--- src/hdl/iptv_pkg.sv ---
`timescale 1ns / 1ps

package iptv_pkg;

  // Verdict codes
  localparam logic [1:0] VERDICT_NEITHER = 2'd0;
  localparam logic [1:0] VERDICT_V4      = 2'd1;
  localparam logic [1:0] VERDICT_V6      = 2'd2;

  // Character codes
  localparam logic [7:0] CHR_ZERO  = 8'h30;  // '0'
  localparam logic [7:0] CHR_NINE  = 8'h39;  // '9'
  localparam logic [7:0] CHR_LO_A  = 8'h61;  // 'a'
  localparam logic [7:0] CHR_LO_F  = 8'h66;  // 'f'
  localparam logic [7:0] CHR_UP_A  = 8'h41;  // 'A'
  localparam logic [7:0] CHR_UP_F  = 8'h46;  // 'F'
  localparam logic [7:0] CHR_DOT   = 8'h2E;  // '.'
  localparam logic [7:0] CHR_COLON = 8'h3A;  // ':'

  // Group limits and counter saturation points
  localparam logic [8:0]  V4_MAX_VALUE = 9'd255;
  localparam logic [8:0]  VALUE_SAT    = 9'd256;
  localparam logic [2:0]  LEN_SAT      = 3'd7;
  localparam logic [2:0]  DOT_SAT      = 3'd7;
  localparam logic [3:0]  COLON_SAT    = 4'd15;
  localparam logic [2:0]  V4_DOTS      = 3'd3;
  localparam logic [3:0]  V6_COLONS    = 4'd7;
  localparam logic [2:0]  V6_MAX_LEN   = 3'd4;

  // Outcome of one scanned character
  typedef struct packed {
    logic       fire;     // the beat closes a text and yields a verdict
    logic [1:0] verdict;
  } scan_res_t;

  // An IPv4 group that is empty, has a leading zero or is too large
  function automatic logic v4_group_bad(input logic [2:0] len, input logic [8:0] val,
                                        input logic lz);
    v4_group_bad = (len == 3'd0) || (lz && (len != 3'd1)) || (val > V4_MAX_VALUE);
  endfunction

  // An IPv6 group needs one to four hex digits
  function automatic logic v6_group_bad(input logic [2:0] len);
    v6_group_bad = (len == 3'd0) || (len > V6_MAX_LEN);
  endfunction

endpackage

--- src/hdl/ip_address_text_validator.sv ---
`timescale 1ns / 1ps

// Channel   Direction  Ports                                   Beat
// in        input      in_valid, in_stall, in_character,       one character of the text
//                      in_last_char
// out       output     out_valid, out_stall, out_verdict       one verdict per text
//
// One character is taken every cycle while in_stall is low; a finished text's verdict
// is registered into the output register, or into the skid if that one is still held.
// The character scan is a single combinational step off the state registers.
// A one-entry skid register keeps input running while a verdict waits; in_stall
// rises only when both the output and skid registers hold verdicts.
// Reset is synchronous on rst_n low and clears the scan state and both
// registers' valid flags; no clearing pass is needed.

module ip_address_text_validator (
  input  logic       clk,
  input  logic       rst_n,
  input  logic       in_valid,
  output logic       in_stall,
  input  logic [7:0] in_character,
  input  logic       in_last_char,
  output logic       out_valid,
  input  logic       out_stall,
  output logic [1:0] out_verdict
);

  iptv_pkg::scan_res_t res;

  logic       in_acc, out_take;
  logic       out_valid_r, skid_valid_r;
  logic [1:0] out_verdict_r, skid_verdict_r;

  assign in_acc   = in_valid && !skid_valid_r;
  assign out_take = out_valid_r && !out_stall;
  assign in_stall = skid_valid_r;

  // Scan one character per accepted beat
  iptv_scan u_scan (
    .clk       (clk),
    .rst_n     (rst_n),
    .beat_acc  (in_acc),
    .character (in_character),
    .last_char (in_last_char),
    .res       (res)
  );

  // Output register with a one-entry skid behind it
  always_ff @(posedge clk) begin
    if (!rst_n) begin
      out_valid_r  <= 1'b0;
      skid_valid_r <= 1'b0;
    end else if (skid_valid_r) begin
      if (out_take) begin
        out_verdict_r <= skid_verdict_r;
        skid_valid_r  <= 1'b0;
      end
    end else if (res.fire) begin
      if (!out_valid_r || out_take) begin
        out_valid_r   <= 1'b1;
        out_verdict_r <= res.verdict;
      end else begin
        skid_valid_r   <= 1'b1;
        skid_verdict_r <= res.verdict;
      end
    end else if (out_take) begin
      out_valid_r <= 1'b0;
    end
  end

  assign out_valid   = out_valid_r;
  assign out_verdict = out_verdict_r;

`ifndef SYNTHESIS
  // The skid only fills behind a waiting verdict
  a_skid_behind_out: assert property (@(posedge clk) disable iff (!rst_n)
    skid_valid_r |-> out_valid_r)
    else $error("skid register holds a verdict while output register is empty");

  // A drained output refills from the skid
  a_skid_drains: assert property (@(posedge clk) disable iff (!rst_n)
    (skid_valid_r && out_take) |=> (out_valid_r && !skid_valid_r))
    else $error("skid verdict lost when output drained");

  // A finished text reaches the output register or the skid
  a_verdict_lands: assert property (@(posedge clk) disable iff (!rst_n)
    res.fire |=> (out_valid_r || skid_valid_r))
    else $error("verdict of a finished text was dropped");

  // Only defined verdict codes leave the block
  a_verdict_code: assert property (@(posedge clk) disable iff (!rst_n)
    out_valid_r |-> (out_verdict_r == iptv_pkg::VERDICT_NEITHER ||
                     out_verdict_r == iptv_pkg::VERDICT_V4 ||
                     out_verdict_r == iptv_pkg::VERDICT_V6))
    else $error("undefined verdict code on output");
`endif

endmodule

--- src/hdl/iptv_scan.sv ---
`timescale 1ns / 1ps

module iptv_scan (
  input  logic                  clk,
  input  logic                  rst_n,
  input  logic                  beat_acc,
  input  logic [7:0]            character,
  input  logic                  last_char,
  output iptv_pkg::scan_res_t   res
);

  logic       v4_r, v6_r, lz_r;
  logic [2:0] dot_r, len_r;
  logic [3:0] colon_r;
  logic [8:0] val_r;

  logic       v4_nxt, v6_nxt, lz_nxt;
  logic [2:0] dot_nxt, len_nxt;
  logic [3:0] colon_nxt;
  logic [8:0] val_nxt;

  logic        is_digit, is_hex;
  logic [3:0]  digit;
  logic [11:0] val_wide;
  logic [2:0]  len_bump;
  logic        fin_v4, fin_v6;

  // Classify the character
  assign is_digit = (character >= iptv_pkg::CHR_ZERO) && (character <= iptv_pkg::CHR_NINE);
  assign is_hex   = ((character >= iptv_pkg::CHR_LO_A) && (character <= iptv_pkg::CHR_LO_F)) ||
                    ((character >= iptv_pkg::CHR_UP_A) && (character <= iptv_pkg::CHR_UP_F));
  assign digit    = character[3:0];
  assign len_bump = (len_r < iptv_pkg::LEN_SAT) ? len_r + 3'd1 : len_r;

  // value * 10 + digit, by shifts and adds
  assign val_wide = ({3'd0, val_r} << 3) + ({3'd0, val_r} << 1) + {8'd0, digit};

  // Advance the per-group and per-text state by one character
  always_comb begin
    v4_nxt    = v4_r;
    v6_nxt    = v6_r;
    lz_nxt    = lz_r;
    dot_nxt   = dot_r;
    colon_nxt = colon_r;
    len_nxt   = len_r;
    val_nxt   = val_r;
    if (is_digit) begin
      if ((len_r == 3'd0) && (digit == 4'd0)) begin
        lz_nxt = 1'b1;
      end
      len_nxt = len_bump;
      val_nxt = (val_wide > {3'd0, iptv_pkg::VALUE_SAT}) ? iptv_pkg::VALUE_SAT : val_wide[8:0];
    end else if (is_hex) begin
      v4_nxt  = 1'b0;
      len_nxt = len_bump;
    end else if (character == iptv_pkg::CHR_DOT) begin
      v6_nxt = 1'b0;
      if (iptv_pkg::v4_group_bad(len_r, val_r, lz_r)) begin
        v4_nxt = 1'b0;
      end
      dot_nxt = (dot_r < iptv_pkg::DOT_SAT) ? dot_r + 3'd1 : dot_r;
      len_nxt = 3'd0;
      val_nxt = 9'd0;
      lz_nxt  = 1'b0;
    end else if (character == iptv_pkg::CHR_COLON) begin
      v4_nxt = 1'b0;
      if (iptv_pkg::v6_group_bad(len_r)) begin
        v6_nxt = 1'b0;
      end
      colon_nxt = (colon_r < iptv_pkg::COLON_SAT) ? colon_r + 4'd1 : colon_r;
      len_nxt   = 3'd0;
      val_nxt   = 9'd0;
      lz_nxt    = 1'b0;
    end else begin
      v4_nxt = 1'b0;
      v6_nxt = 1'b0;
    end
  end

  // Close the final group and judge the whole text
  assign fin_v4 = v4_nxt && !iptv_pkg::v4_group_bad(len_nxt, val_nxt, lz_nxt) &&
                  (dot_nxt == iptv_pkg::V4_DOTS);
  assign fin_v6 = v6_nxt && !iptv_pkg::v6_group_bad(len_nxt) &&
                  (colon_nxt == iptv_pkg::V6_COLONS);

  always_comb begin
    res.fire = beat_acc && last_char;
    priority if (fin_v4) begin
      res.verdict = iptv_pkg::VERDICT_V4;
    end else if (fin_v6) begin
      res.verdict = iptv_pkg::VERDICT_V6;
    end else begin
      res.verdict = iptv_pkg::VERDICT_NEITHER;
    end
  end

  // Hold state between beats; return to the start after the last beat
  always_ff @(posedge clk) begin
    if (!rst_n || (beat_acc && last_char)) begin
      v4_r    <= 1'b1;
      v6_r    <= 1'b1;
      dot_r   <= 3'd0;
      colon_r <= 4'd0;
      len_r   <= 3'd0;
      val_r   <= 9'd0;
      lz_r    <= 1'b0;
    end else if (beat_acc) begin
      v4_r    <= v4_nxt;
      v6_r    <= v6_nxt;
      dot_r   <= dot_nxt;
      colon_r <= colon_nxt;
      len_r   <= len_nxt;
      val_r   <= val_nxt;
      lz_r    <= lz_nxt;
    end
  end

endmodule

--- config.mk ---
export PLATFORM = sky130hd
export DESIGN_NAME = ip_address_text_validator
export DESIGN_NICKNAME = d
export VERILOG_FILES = /design/src/hdl/iptv_pkg.sv /design/src/hdl/ip_address_text_validator.sv /design/src/hdl/iptv_scan.sv
export SDC_FILE = /design/constraint.sdc
export NUM_CORES = 1
export LEC_CHECK = 0
export BUFFER_PORTS_ARGS = -buffer_cell sky130_fd_sc_hd__buf_2
export CORE_ASPECT_RATIO = 0.5
export CORE_MARGIN = 1
export CORE_UTILIZATION = 51
export DETAILED_ROUTE_END_ITERATION = 10
export PLACE_DENSITY = 0.72
export SLEW_MARGIN = 5
export SYNTH_ARGS = -nofsm -noshare
export SYNTH_HDL_FRONTEND = slang
export SYNTH_SLANG_ARGS = --single-unit
--- constraint.sdc ---
create_clock -name clk -period 5.1 [get_ports clk]
set_input_delay 1.02 -clock clk [delete_from_list [all_inputs] [get_ports clk]]
set_output_delay 1.02 -clock clk [all_outputs]
set_load 0.1 [all_outputs]
== Yosys cells after proc, flatten, opt, wreduce, memory -nomap -nowiden ==
Index checks and enable logic that the tools add are counted.

* Logic and storage cells: 123
* Flip-flop bits (word level): 28
* Output and inout bits: 4
* Input bits: 13

* Multiplexer cells: 46
* Bitwise logic cells: 2
* Magnitude comparators: 14
* Reductions and logical operators: 37
* Equality and inequality tests: 8
* Add/sub/neg operators: 5

{| class="wikitable"
|+ Operator list
! kind !! count
|-
| $mux W9 || 5
|-
| $mux W3 || 9
|-
| $mux W1 || 21
|-
| $mux W4 || 5
|-
| $gt A9 B8 Y1 const B || 2
|-
| $eq A8 B6 Y1 const B || 2
|-
| $ge A8 B7 Y1 const B || 2
|-
| $le A8 B7 Y1 const B || 2
|-
| $logic_and A1 B1 Y1 || 13
|-
| $add A12 B10 Y12 || 1
|-
| $add A12 B4 Y12 || 1
|-
| $gt A12 B9 Y1 const B || 1
|-
| $mux W2 || 6
|-
| $logic_or A1 B1 Y1 || 9
|-
| $ge A8 B6 Y1 const B || 1
|-
| $le A8 B6 Y1 const B || 1
|-
| $reduce_and A4 Y1 || 2
|-
| $add A3 B1 Y3 const B || 2
|-
| $gt A3 B3 Y1 const B || 2
|-
| $logic_not A1 Y1 || 6
|-
| $logic_not A3 Y1 || 2
|-
| $lt A3 B3 Y1 const B || 2
|-
| $ne A3 B1 Y1 const B || 2
|-
| $reduce_bool A2 Y1 || 3
|-
| other kinds (9) || 10
|}

== Depth between registers and ports, before layout ==
Gate-level depths: netlist of run 1.

* Depth in word-level cells: 16
* Gate-level depth with buffers: 13
* Gate-level depth less buffers: 11

== Cells and area by module ==
From an unflattened synthesis of run 1, not the netlist that was laid out.

* Cell total of the unflattened synthesis: 267
* Area, all modules: 2275.9 um2

{| class="wikitable"
|+ Modules (own cells, without submodules)
! module !! cells an instance !! times used !! seq. area each (um2) !! area each (um2)
|-
| iptv_scan || 247 || 1 || 440.4 || 2015.7
|-
| ip_address_text_validator || 20 || 1 || 160.2 || 260.2
|}

== Worst setup path before layout of run 1 ==
Ideal clock, no wire load.

* Path kind: input-to-reg
* Start: in in_character[3]
* End: reg out_verdict_r[0] (netlist: out_verdict[0]) (data pin)
* Slack: 1335 ps
* Required time: 4838 ps
* Stages on the path: 11
* Setup time: 262 ps
* Arrival: 3503 ps
* Path buffers: 0
* Cells stage by stage: inv_1 fa_1 inv_1 fa_1 a211oi_1 nor2_1 or3_1 o311a_1 nand3_1 a2111oi_4 mux2_1

{| class="wikitable"
|+ RTL lines
! what !! line !! text
|-
| start: declaration || ip_address_text_validator.sv:21 || <nowiki>input logic [7:0] in_character,</nowiki>
|-
| end signal: assignment || ip_address_text_validator.sv:55 || <nowiki>out_verdict_r <= skid_verdict_r;</nowiki>
|-
| end signal: assignment || ip_address_text_validator.sv:61 || <nowiki>out_verdict_r <= res.verdict;</nowiki>
|-
| end: declaration || ip_address_text_validator.sv:32 || <nowiki>logic [1:0] out_verdict_r, skid_verdict_r;</nowiki>
|}

== Worst setup path in the final report of run 1 ==
* Start: in in_character[3]
* End: reg out_verdict_r[1] (netlist: out_verdict[1]) (data pin)

* Longest elaborated chain between the ends: 16
* Elaborated cells between the ends (all ways): 65
* Classes of those cells: add/sub: 1; order compare: 9; eq/ne: 5; mux: 33; reduce/logical: 17

{| class="wikitable"
|+ Ends and longest elaborated chain
! what !! line !! text
|-
| branches (longest 12 deep; another with $add A12 B4 Y12) || -- ||
|-
| $mux W2 (*) || iptv_scan.sv:88 || <nowiki>priority if (fin_v4) begin</nowiki>
|-
| $mux W2 (*) || ip_address_text_validator.sv:59 || <nowiki>if (!out_valid_r || out_take) begin</nowiki>
|-
| $mux W2 (*) || ip_address_text_validator.sv:58 || <nowiki>end else if (res.fire) begin</nowiki>
|-
| $mux W2 (*) || ip_address_text_validator.sv:53 || <nowiki>end else if (skid_valid_r) begin</nowiki>
|}

Every way passes the cells marked *. The select of a mux whose other input is x is not followed.
A chain may end at the register's enable or synchronous reset.

==> reports/metrics.yaml, run 1 <==
logic_synthesis:
  syn_nets: 290
  synth-main-ff-cell: "dfxtp_1"
  synth_warnings: 0
  yosys-top-cells-area: "dfxtp_1 22%, ha_1 14%, edfxtp_1 5.6%"
  yosys.area.top_type: "dfxtp_1"
  synth_edf_count: 4
  syn-cell-area_um2: 2161
  syn_avg_cell_area_um2: 8.609
  async_flop_share_pct: 0
  syn_inst: 251
  synth_seq_cells: 28
  yosysSeqAreaShare_pct: 27.79
  synth.distinct_cells: 58
  yosys.area.top_type_share_pct: 22.24
route:
  vias_per_cell: 6.019
  drt_iter0_markers: 88
  wire_per_inst_um: 14.45
  drt-total-wl_um: 4610
  postRouteAntennaNets: 0
  route.detailed.drc: 0
  first_pass_iters: 4
  routed-via-count: 1920
finish:
  final_nets: 305
  antenna_cells: 0
  drive_gt1_share_pct: 11.70
  final_cells: 319
  area_delta_synth_final_pct: 8.570
  final_cell_mix: "27 x nor2_1, 24 x ha_1, 24 x dfxtp_1"
  final_util_pct: 58.89
  final_common_cell: "nor2_1"
timing:
  setup_tns_ps: 0
  tightest_slew_ps: 690.2
  max_freq_ghz: 0.2635
  slew_headroom_pct: 53.34
  rsz0062_at_grt: "no"
  setup_viol: 0
  final_max_slew_viol_count: 0
  finalHoldViolCount: 0
  finalCritPeriodShare_pct: 74.41
  min_period_ps: 3795
  fin_skew_ps: 4.795
global_route:
  grt_pass1_wl_um: 7210
  grt_use_total_pct: 21.00
  grt_max_degree: 17
  antenna_found_initial: 0
  grt_pass1_vias: 1656
  overflow: 0
clocking:
  clock_path_buffers: 2
  htreeDepth: 1
  cts_buffers: 3
  clk_pin_slew_worst_paths_ps: 100
  cts_tree: "yes"
  clock-root-buffer: "clkbuf_8"
  cts_setup_buffers: 0
  clock-sinks: 28
  hold_buffers: 0
  ctsResizeCount: 0
  clock_latency_ps: 280
setup_path:
  cp.arrival_ps: 3820
  critPathCaptureType: "register"
  startpoint_type: "input port"
  rr_endpoint: "out_verdict[1]$_DFFE_PP_"
  worstRegToRegCells: 11
  critPathKind: "in2reg"
  path_cells: "buf_2 -> inv_1 -> fa_1 -> inv_1 -> ha_1 -> a21oi_1 -> o22ai_1 -> o41ai_1 -> xor2_1 -> nand3_1 -> a2111oi_4 -> o31ai_1"
  slowest_delay_ps: 530
  crit_top_cell: "inv_1"
  r2r_slack_ps: 1830
  path_max_fanout: 5
  crit_slowest_cell: "fa_1"
  worstPathRequired_ps: 5120
  r2r_start: "u_scan.val_r[2]$_SDFFE_PP0P_"
floorplanning:
  die-area_um2: 4517
  core_um2: 3984
  ios: 17
  die_w_um: 94.06
  die_y_um: 48.03
  initial_utilization_pct: 54.24
  rows: 16
pwr:
  p_per_area_nw_per_um2: 184.3
  vdd_drop_max_mv: 0.09922
  leakagePower_nw: 0.9576
place:
  dp_hpwl_um: 3544
  routabilityCongestion: 0.8427
  port_buffers: 16
  dpl.cell_count: 315
min_path:
  min-delay-start: "u_scan.v6_r$_SDFFE_PP1P_"
  hold_class: "reg2reg"
  holdPathStages: 1
  hold_path_end: "u_scan.v6_r$_SDFFE_PP1P_"
run:
  drv_cap: 0
outcome:
  status: "finished clean"
Yosys cell counts, drive strengths merged (3+ instances only):
cell and instances:
xnor2 4, nor3 5, dfxtp 24, a21oi 14
and3 4, or2 3, a22oi 3, a21o 3
or3 3, inv 14, buf 3, nor4 3
o22ai 5, ha 24, o211ai 3, nand3 12
edfxtp 4, nor2 27, a211oi 3, nor2b 4
nand2b 4, clkbuf 3, o21ai 9, nand2 22
xor2 4, a311oi 3, a22o 8
through the flow:
stage               power, mW  setup WS [ps]  area [um2]  hold slack [ps]
finish                 0.4325           1305        2346            455.4
global placement       0.2772           1105        2280            426.2
detailed placement     0.2786           1003        2280            436.6
floorplan              0.2651           1335        2161            418.1
CTS                    0.4357           1310        2346            461.2
global route           0.4538           1136        2346            476.5
kinds of logic (layout without fill, tap and decap cells):
| kind of cell | after synthesis | in the layout | synth area share, % |
|---|---|---|---|
| xor gates and xnor gates | 8 | 8 | 3.242 |
| buffers and inverters | 20 | 34 | 3.764 |
| muxes | 3 | 3 | 1.448 |
| AOI/OAI and AO/OA | 69 | 69 | 24.55 |
| and+or+nand+nor | 97 | 97 | 23.45 |
| DFF | 28 | 28 | 27.79 |
| adders and majority gates | 26 | 26 | 15.75 |
worst max-delay path, delay by kind of cell:
kind / cells / cell delay [ps]
compound gates: 5 / 1350
xor+xnor: 1 / 180
fa+ha+maj: 2 / 820
simple gates: 1 / 210
buf+inv: 3 / 250
worst max path at each step:
stage	from	end	slack, ps	depth (start not counted)
after global routing	in_character[3]	u_scan.val_r[1]$_SDFFE_PP0P_	1140	12
final	in_character[3]	out_verdict[1]$_DFFE_PP_	1310	12
after detailed placement	in_character[3]	out_verdict[1]$_DFFE_PP_	1000	12
after CTS	in_character[3]	out_verdict[1]$_DFFE_PP_	1310	12
after global placement	in_character[3]	out_verdict[1]$_DFFE_PP_	1110	12
after floorplan	in_character[3]	out_verdict[0]$_DFFE_PP_	1330	11
area by class of cell:
cell class	instances	area [um2]
Multi-Input combinational cell	203	1479
Clock buffer	4	66.31
Sequential cell	28	600.6
Tap cell	54	67.56
Inverter	14	52.55
Fill cell	360	1638
Timing Repair Buffer	16	80.08
layer usage:
| metal | vias to the layer above | global-route usage [%] | share of wire (%) |
|---|---|---|---|
| met3 | 2 | 5.079 | 3.9 |
| li1 | 973 | - | - |
| met5 | - | 0 | 0 |
| met4 | 0 | 4.000 | 0.30 |
| met1 | 910 | 26.60 | 50 |
| met2 | 35 | 37.96 | 46 |
registers in the layout (all words and copies together) (netlist names), 2 cells and up:
name / cells
u_scan.dot_r: 3
out_verdict: 2
u_scan.len_r: 3
u_scan.colon_r: 4
u_scan.val_r: 9
skid_verdict_r: 2
power by group:
group / switching [mW] / internal (mW) / leakage (nW)
clock: 0.0728 / 0.0856 / 0.0339
sequential: 0.00213 / 0.226 / 0.232
combinational: 0.0317 / 0.0146 / 0.692
total: 0.107 / 0.326 / 0.958
(Power assumes the default switching activity.)
==> run 2, diff against run 1 <==
==> constraint.sdc (replaced) <==
create_clock -name clk -period 3.72 [get_ports clk]
set_input_delay 0.744 -clock clk [delete_from_list [all_inputs] [get_ports clk]]
set_output_delay 0.744 -clock clk [all_outputs]
set_load 0.1 [all_outputs]
==> run 2 against run 1 <==
Critical endpoint unchanged. Flip-flop and latch count is the same. Count of clock-buffer cells in the layout is the same. Largest power group unchanged. Die area is the same.
==> reports/metrics.yaml, run 2 (synthesis results as in run 1) <==
timing:
  finalHoldViolCount: 0  # unchanged
  final_max_slew_viol_count: 0  # unchanged
  tightest_slew_ps: 682.7  # was 690.2 ps
  max_freq_ghz: 0.2956
  slew_headroom_pct: 53.85  # was 53.34%
  fin_skew_ps: 3.397  # was 4.795 ps
  min_period_ps: 3383
  whs_ps: 453.5  # was 455.4 ps
  finalCritPeriodShare_pct: 90.93
  layout_setup_ws_ps: 337.4  # was 1305 ps
  setup_viol: 0  # unchanged
  setup_tns_ps: 0  # unchanged
  rsz0062_at_grt: "no"  # unchanged
finish:
  drive_gt1_share_pct: 13.97  # was 11.70%
  final_cells: 326  # was 319
  final_common_cell: "nor2_1"  # unchanged
  largest_reg_flops: 9  # unchanged
  reg_top3: "u_scan.val_r x9, u_scan.colon_r x4"  # unchanged
  largest_register: "u_scan.val_r"  # unchanged
  final_cell_mix: "27 x nor2_1, 24 x ha_1, 24 x dfxtp_1"  # unchanged
  fillCellCount: 366  # was 360
  area_delta_synth_final_pct: 10.48  # was 8.570%
  final_nets: 312  # was 305
  antenna_cells: 0  # unchanged
clocking:
  htreeDepth: 1  # unchanged
  hold_buffers: 0  # unchanged
  clk_pin_slew_worst_paths_ps: 100  # about the same
  ctsResizeCount: 0  # unchanged
  clock-sinks: 28  # unchanged
  clock_latency_ps: 270  # was 280 ps
  cts_buffers: 3  # unchanged
  cts_tree: "yes"  # unchanged
  clock-root-buffer: "clkbuf_8"  # unchanged
  cts_setup_buffers: 0  # unchanged
  clock_path_buffers: 2  # unchanged
floorplanning:
  rows: 16  # unchanged
  die_y_um: 48.03  # unchanged
  die_w_um: 94.06  # unchanged
  core_um2: 3984  # unchanged
  die-area_um2: 4517  # unchanged
  initial_utilization_pct: 54.24  # unchanged
  ios: 17  # unchanged
setup_path:
  worstPathRequired_ps: 3750  # was 5120 ps
  critPathKind: "in2reg"  # unchanged
  critPathCaptureType: "register"  # unchanged
  startpoint_type: "input port"  # unchanged
  path_max_fanout: 4  # was 5
  cp.arrival_ps: 3410  # was 3820 ps
pwr:
  switching_power_mw: 0.1414  # was 0.1066 mW
  p_per_area_nw_per_um2: 237.7  # was 184.3 nW/um2
  p_int_mw: 0.4262  # was 0.3258 mW
  p_total_mw: 0.5676  # was 0.4325 mW
  pwr-share-seq_pct: 55.0  # was 52.7%
  vdd_drop_max_mv: 0.1416  # was 0.09922 mV
  combPwrFrac_pct: 11.6  # was 10.7%
  p_sw_share_pct: 24.91  # was 24.65%
  clkPwrFrac_pct: 33.4  # was 36.6%
  leakagePower_nw: 0.9880  # was 0.9576 nW
place:
  dpl.cell_count: 322  # was 315
  dp_slack_ps: 27.92  # was 1003 ps
  port_buffers: 16  # unchanged
  dp_hpwl_um: 3565  # was 3544 um
  routabilityCongestion: 0.8352  # was 0.8427
route:
  vias_per_cell: 5.825  # was 6.019
  route.detailed.drc: 0  # unchanged
  first_pass_iters: 4  # unchanged
  wire_per_inst_um: 13.54  # was 14.45 um
  drt_iter0_markers: 77  # was 88
  postRouteAntennaNets: 0  # unchanged
  routed-via-count: 1899  # was 1920
  drt-total-wl_um: 4415  # was 4610 um
global_route:
  grt_max_degree: 16  # was 17
  grt_pass1_vias: 1612  # was 1656
  grt_use_total_pct: 20.86  # was 21.00%
  antenna_found_initial: 0  # unchanged
  grt_pass1_wl_um: 7210  # unchanged
  overflow: 0  # unchanged
min_path:
  hold_class: "reg2reg"  # unchanged
run:
  drv_cap: 0  # unchanged
outcome:
  status: "finished clean"  # unchanged
## run 2: routing by layer
layer / vias to the layer above / GRT usage [%] / wire length, um
li1: 985 / - / -
met1: 895 / 27.56 / 2304
met2: 17 / 36.79 / 1953
met4: 0 / 3.077 / 12
met3: 2 / 4.603 / 145
met5: - / 0 / 0
## run 2: area by class of cell
| class | count | area [um2] | area share [%] |
|---|---|---|---|
| Clock buffer | 4 | 55.05 | 2.306 |
| Tap cell | 54 | 67.56 | 2.830 |
| Inverter | 14 | 52.55 | 2.201 |
| Timing Repair Buffer | 23 | 132.6 | 5.556 |
| Sequential cell | 28 | 600.6 | 25.16 |
| Multi-Input combinational cell | 203 | 1479 | 61.95 |
## run 2: critical path: stages
cell and delay [ps]:
buf_2 90, inv_1 50, fa_1 530, inv_1 70, ha_1 280, a21oi_1 210
o22ai_1 140, o41ai_1 380, xor2_1 170, nand3_1 170, a2111oi_4 450, o31ai_1 130
## run 2: stage by stage
step                      area [um2]  util [%]
after global routing            2387     59.92
after floorplan                 2161         -
final                           2387     59.92
after CTS                       2387     59.92
after global placement          2332     58.54
after detailed placement        2332     58.54
## run 2: final timing paths
path / startpoint / endpoint / cells past startpoint / slack (ps)
worst max-delay path: in_character[3] / out_verdict[1]$_DFFE_PP_ / 12 / 340
worst min-delay path: u_scan.v6_r$_SDFFE_PP1P_ / u_scan.v6_r$_SDFFE_PP1P_ / 1 / 450
worst max register to register: u_scan.val_r[0]$_SDFFE_PP0P_ / out_verdict[1]$_DFFE_PP_ / 11 / 510
worst min register to register: u_scan.v6_r$_SDFFE_PP1P_ / u_scan.v6_r$_SDFFE_PP1P_ / 1 / 450
## run 2: power groups by stage
stage | clock network [mW] | logic, mW | registers (mW)
after global routing | 0.206 | 0.0728 | 0.313
after detailed placement | 0 | 0.0652 | 0.319
after CTS | 0.192 | 0.0655 | 0.312
final | 0.190 | 0.0656 | 0.312
after global placement | 0 | 0.0635 | 0.319
after floorplan | 0 | 0.0356 | 0.328
==> run 3, diff against run 2 <==
--- a/config.mk
+++ b/config.mk
@@ -5,7 +5,7 @@
 export SDC_FILE = /design/constraint.sdc
 export NUM_CORES = 1
 export LEC_CHECK = 0
-export BUFFER_PORTS_ARGS = -buffer_cell sky130_fd_sc_hd__buf_2
+export BUFFER_PORTS_ARGS = -buffer_cell sky130_fd_sc_hd__buf_4
 export CORE_ASPECT_RATIO = 0.5
 export CORE_MARGIN = 1
 export CORE_UTILIZATION = 51
==> run 3 against run 2 <==
Critical path depth unchanged. First-iteration DRC count down 7.8%. Die area unchanged. Worst setup slack worse by 71 ps. Fmax down 2.1%. Wire length up 5.7%.
==> reports/metrics.yaml, run 3 (synthesis results as in run 1) <==
route:
  vias_per_cell: 5.966  # was 5.825
  drt_iter0_markers: 71  # was 77
  wire_per_inst_um: 14.41  # was 13.54 um
  routed-via-count: 1933  # was 1899
  route.detailed.drc: 0  # unchanged
  first_pass_iters: 4  # unchanged
  drt-total-wl_um: 4668  # was 4415 um
  postRouteAntennaNets: 0  # unchanged
place:
  dp_hpwl_um: 3621  # was 3565 um
  port_buffers: 16  # unchanged
  routabilityCongestion: 0.8939  # was 0.8352
  dpl.cell_count: 320  # was 322
timing:
  whs_ps: 452.5  # was 453.5 ps
  min_period_ps: 3454  # was 3383 ps
  finalHoldViolCount: 0  # unchanged
  finalCritPeriodShare_pct: 92.84  # was 90.93%
  tightest_slew_ps: 664.8  # was 682.7 ps
  rsz0062_at_grt: "no"  # unchanged
  slew_headroom_pct: 55.05  # was 53.85%
  final_max_slew_viol_count: 0  # unchanged
  setup_viol: 0  # unchanged
  max_freq_ghz: 0.2896  # was 0.2956 GHz
  fin_skew_ps: 2.859  # was 3.397 ps
global_route:
  antenna_found_initial: 0  # unchanged
  met2_usage_pct: 37.23  # was 36.79%
  grt.busiest_layer: "met2"  # unchanged
  grt_pass1_vias: 1684  # was 1612
  grt_use_total_pct: 22.13  # was 20.86%
  use_met1_pct: 28.83  # was 27.56%
  overflow: 0  # unchanged
  grt.met3_usage_pct: 4.921  # was 4.603%
  grt_max_degree: 17  # was 16
  grt_pass1_wl_um: 7521  # was 7210 um
floorplanning:
  initial_utilization_pct: 54.24  # unchanged
  rows: 16  # unchanged
  core_um2: 3984  # unchanged
  die-area_um2: 4517  # unchanged
  die_y_um: 48.03  # unchanged
  ios: 17  # unchanged
  die_w_um: 94.06  # unchanged
clocking:
  clock_latency_ps: 280  # was 270 ps
  clk_pin_slew_worst_paths_ps: 100  # about the same
  hold_buffers: 0  # unchanged
  cts_buffers: 3  # unchanged
  ctsResizeCount: 0  # unchanged
  clock-sinks: 28  # unchanged
  htreeDepth: 1  # unchanged
  clock_path_buffers: 2  # unchanged
  cts_tree: "yes"  # unchanged
  clock-root-buffer: "clkbuf_8"  # unchanged
  cts_setup_buffers: 0  # unchanged
finish:
  final_common_cell: "nor2_1"  # unchanged
  antenna_cells: 0  # unchanged
  final_cell_mix: "27 x nor2_1, 24 x ha_1, 24 x dfxtp_1"  # unchanged
  final_cells: 324  # was 326
  area_delta_synth_final_pct: 12.16  # was 10.48%
  drive_gt1_share_pct: 13.33  # was 13.97%
  reg_top3: "u_scan.val_r x9, u_scan.colon_r x4"  # unchanged
  final_util_pct: 60.84  # was 59.92%
  register_area_um2: 600.6  # unchanged
  final_nets: 310  # was 312
  fillCellCount: 339  # was 366
  largest_register: "u_scan.val_r"  # unchanged
  largest_reg_flops: 9  # unchanged
  multi_input_area_um2: 1479  # unchanged
pwr:
  p_per_area_nw_per_um2: 248.3  # was 237.7 nW/um2
  leakagePower_nw: 0.9962  # was 0.9880 nW
  vdd_drop_max_mv: 0.1331  # was 0.1416 mV
  p_total_mw: 0.6018  # was 0.5676 mW
setup_path:
  path_cells: "buf_4 -> inv_1 -> fa_1 -> inv_1 -> ha_1 -> a21oi_1 -> o22ai_1 -> o41ai_1 -> xor2_1 -> nand3_1 -> a2111oi_4 -> o31ai_1"  # was buf_2 -> inv_1 -> fa_1 -> inv_1 -> ha_1 -> a21oi_1 -> o22ai_1 -> o41ai_1 -> xor2_1 -> nand3_1 -> a2111oi_4 -> o31ai_1
  r2r_slack_ps: 480  # was 510 ps
  crit_slowest_cell: "fa_1"  # unchanged
  critPathKind: "in2reg"  # unchanged
  crit_top_cell: "inv_1"  # unchanged
  worstPathRequired_ps: 3750  # about the same
  cp.arrival_ps: 3490  # was 3410 ps
  worstRegToRegCells: 11  # unchanged
  startpoint_type: "input port"  # unchanged
  critPathCaptureType: "register"  # unchanged
  rr_endpoint: "out_verdict[1]$_DFFE_PP_"  # unchanged
  path_max_fanout: 5  # was 4
  r2r_start: "u_scan.val_r[0]$_SDFFE_PP0P_"  # unchanged
  slowest_delay_ps: 520  # was 530 ps
min_path:
  hold_class: "reg2reg"  # unchanged
  min-delay-start: "u_scan.v6_r$_SDFFE_PP1P_"  # unchanged
  holdPathStages: 1  # unchanged
  hold_path_end: "u_scan.v6_r$_SDFFE_PP1P_"  # unchanged
run:
  drv_cap: 0  # unchanged
outcome:
  status: "finished clean"  # unchanged
run 3: cell types whose count changed in the layout (fill, tap and decap cells not counted), sizes merged:
| cell | delta |
|---|---|
| buf | -2 |
run 3: cell type report:
class,count,area share (%)
clock buffers,4,2.736
inverters,14,2.168
multi-input cells,203,61.02
flip-flops and latches,28,24.78
well taps,54,2.788
repair buffers,21,6.505
run 3: routing by layer:
metal  wire length [um]  share of wire (%)  vias to the layer above
met3                200                4.3                       11
met2               2055                 44                       42
met4                 91                1.9                        0
li1                   -                  -                      977
met1               2320                 50                      903
met5                  0                  0                        -
run 3: critical path, delay by kind of cell:
| family | cells | cell delay (ps) |
|---|---|---|
| and+or+nand+nor | 1 | 220 |
| buffers and inverters | 3 | 220 |
| AOI/OAI and AO/OA | 5 | 1310 |
| adders and majority gates | 2 | 810 |
| xor gates and xnor gates | 1 | 170 |
run 3: metrics by stage:
step	setup TNS, ps	cell area [um2]	worst slack, ps
after floorplan	0	2161	230.9
after global placement	0	2357	41.93
after detailed placement	-30.65	2357	-30.65
after CTS	0	2424	279.3
after global routing	0	2424	59.13
final	0	2424	266.5
run 3: worst max path at each step:
| stage | from | to |
|---|---|---|
| 2_1_floorplan | in_character[3] | out_verdict[0]$_DFFE_PP_ |
| 4_1_cts | in_character[3] | out_verdict[1]$_DFFE_PP_ |
| 3_3_place_gp | in_character[3] | out_verdict[1]$_DFFE_PP_ |
| 5_1_grt | in_character[3] | out_verdict[1]$_DFFE_PP_ |
| 6_report | in_character[3] | out_verdict[1]$_DFFE_PP_ |
| 3_5_place_dp | in_character[3] | out_verdict[1]$_DFFE_PP_ |
run 3: power by group:
group	internal, mW	switching [mW]	total, mW
combinational	0.0255	0.0436	0.0690
clock	0.117	0.103	0.220
sequential	0.309	0.00295	0.312
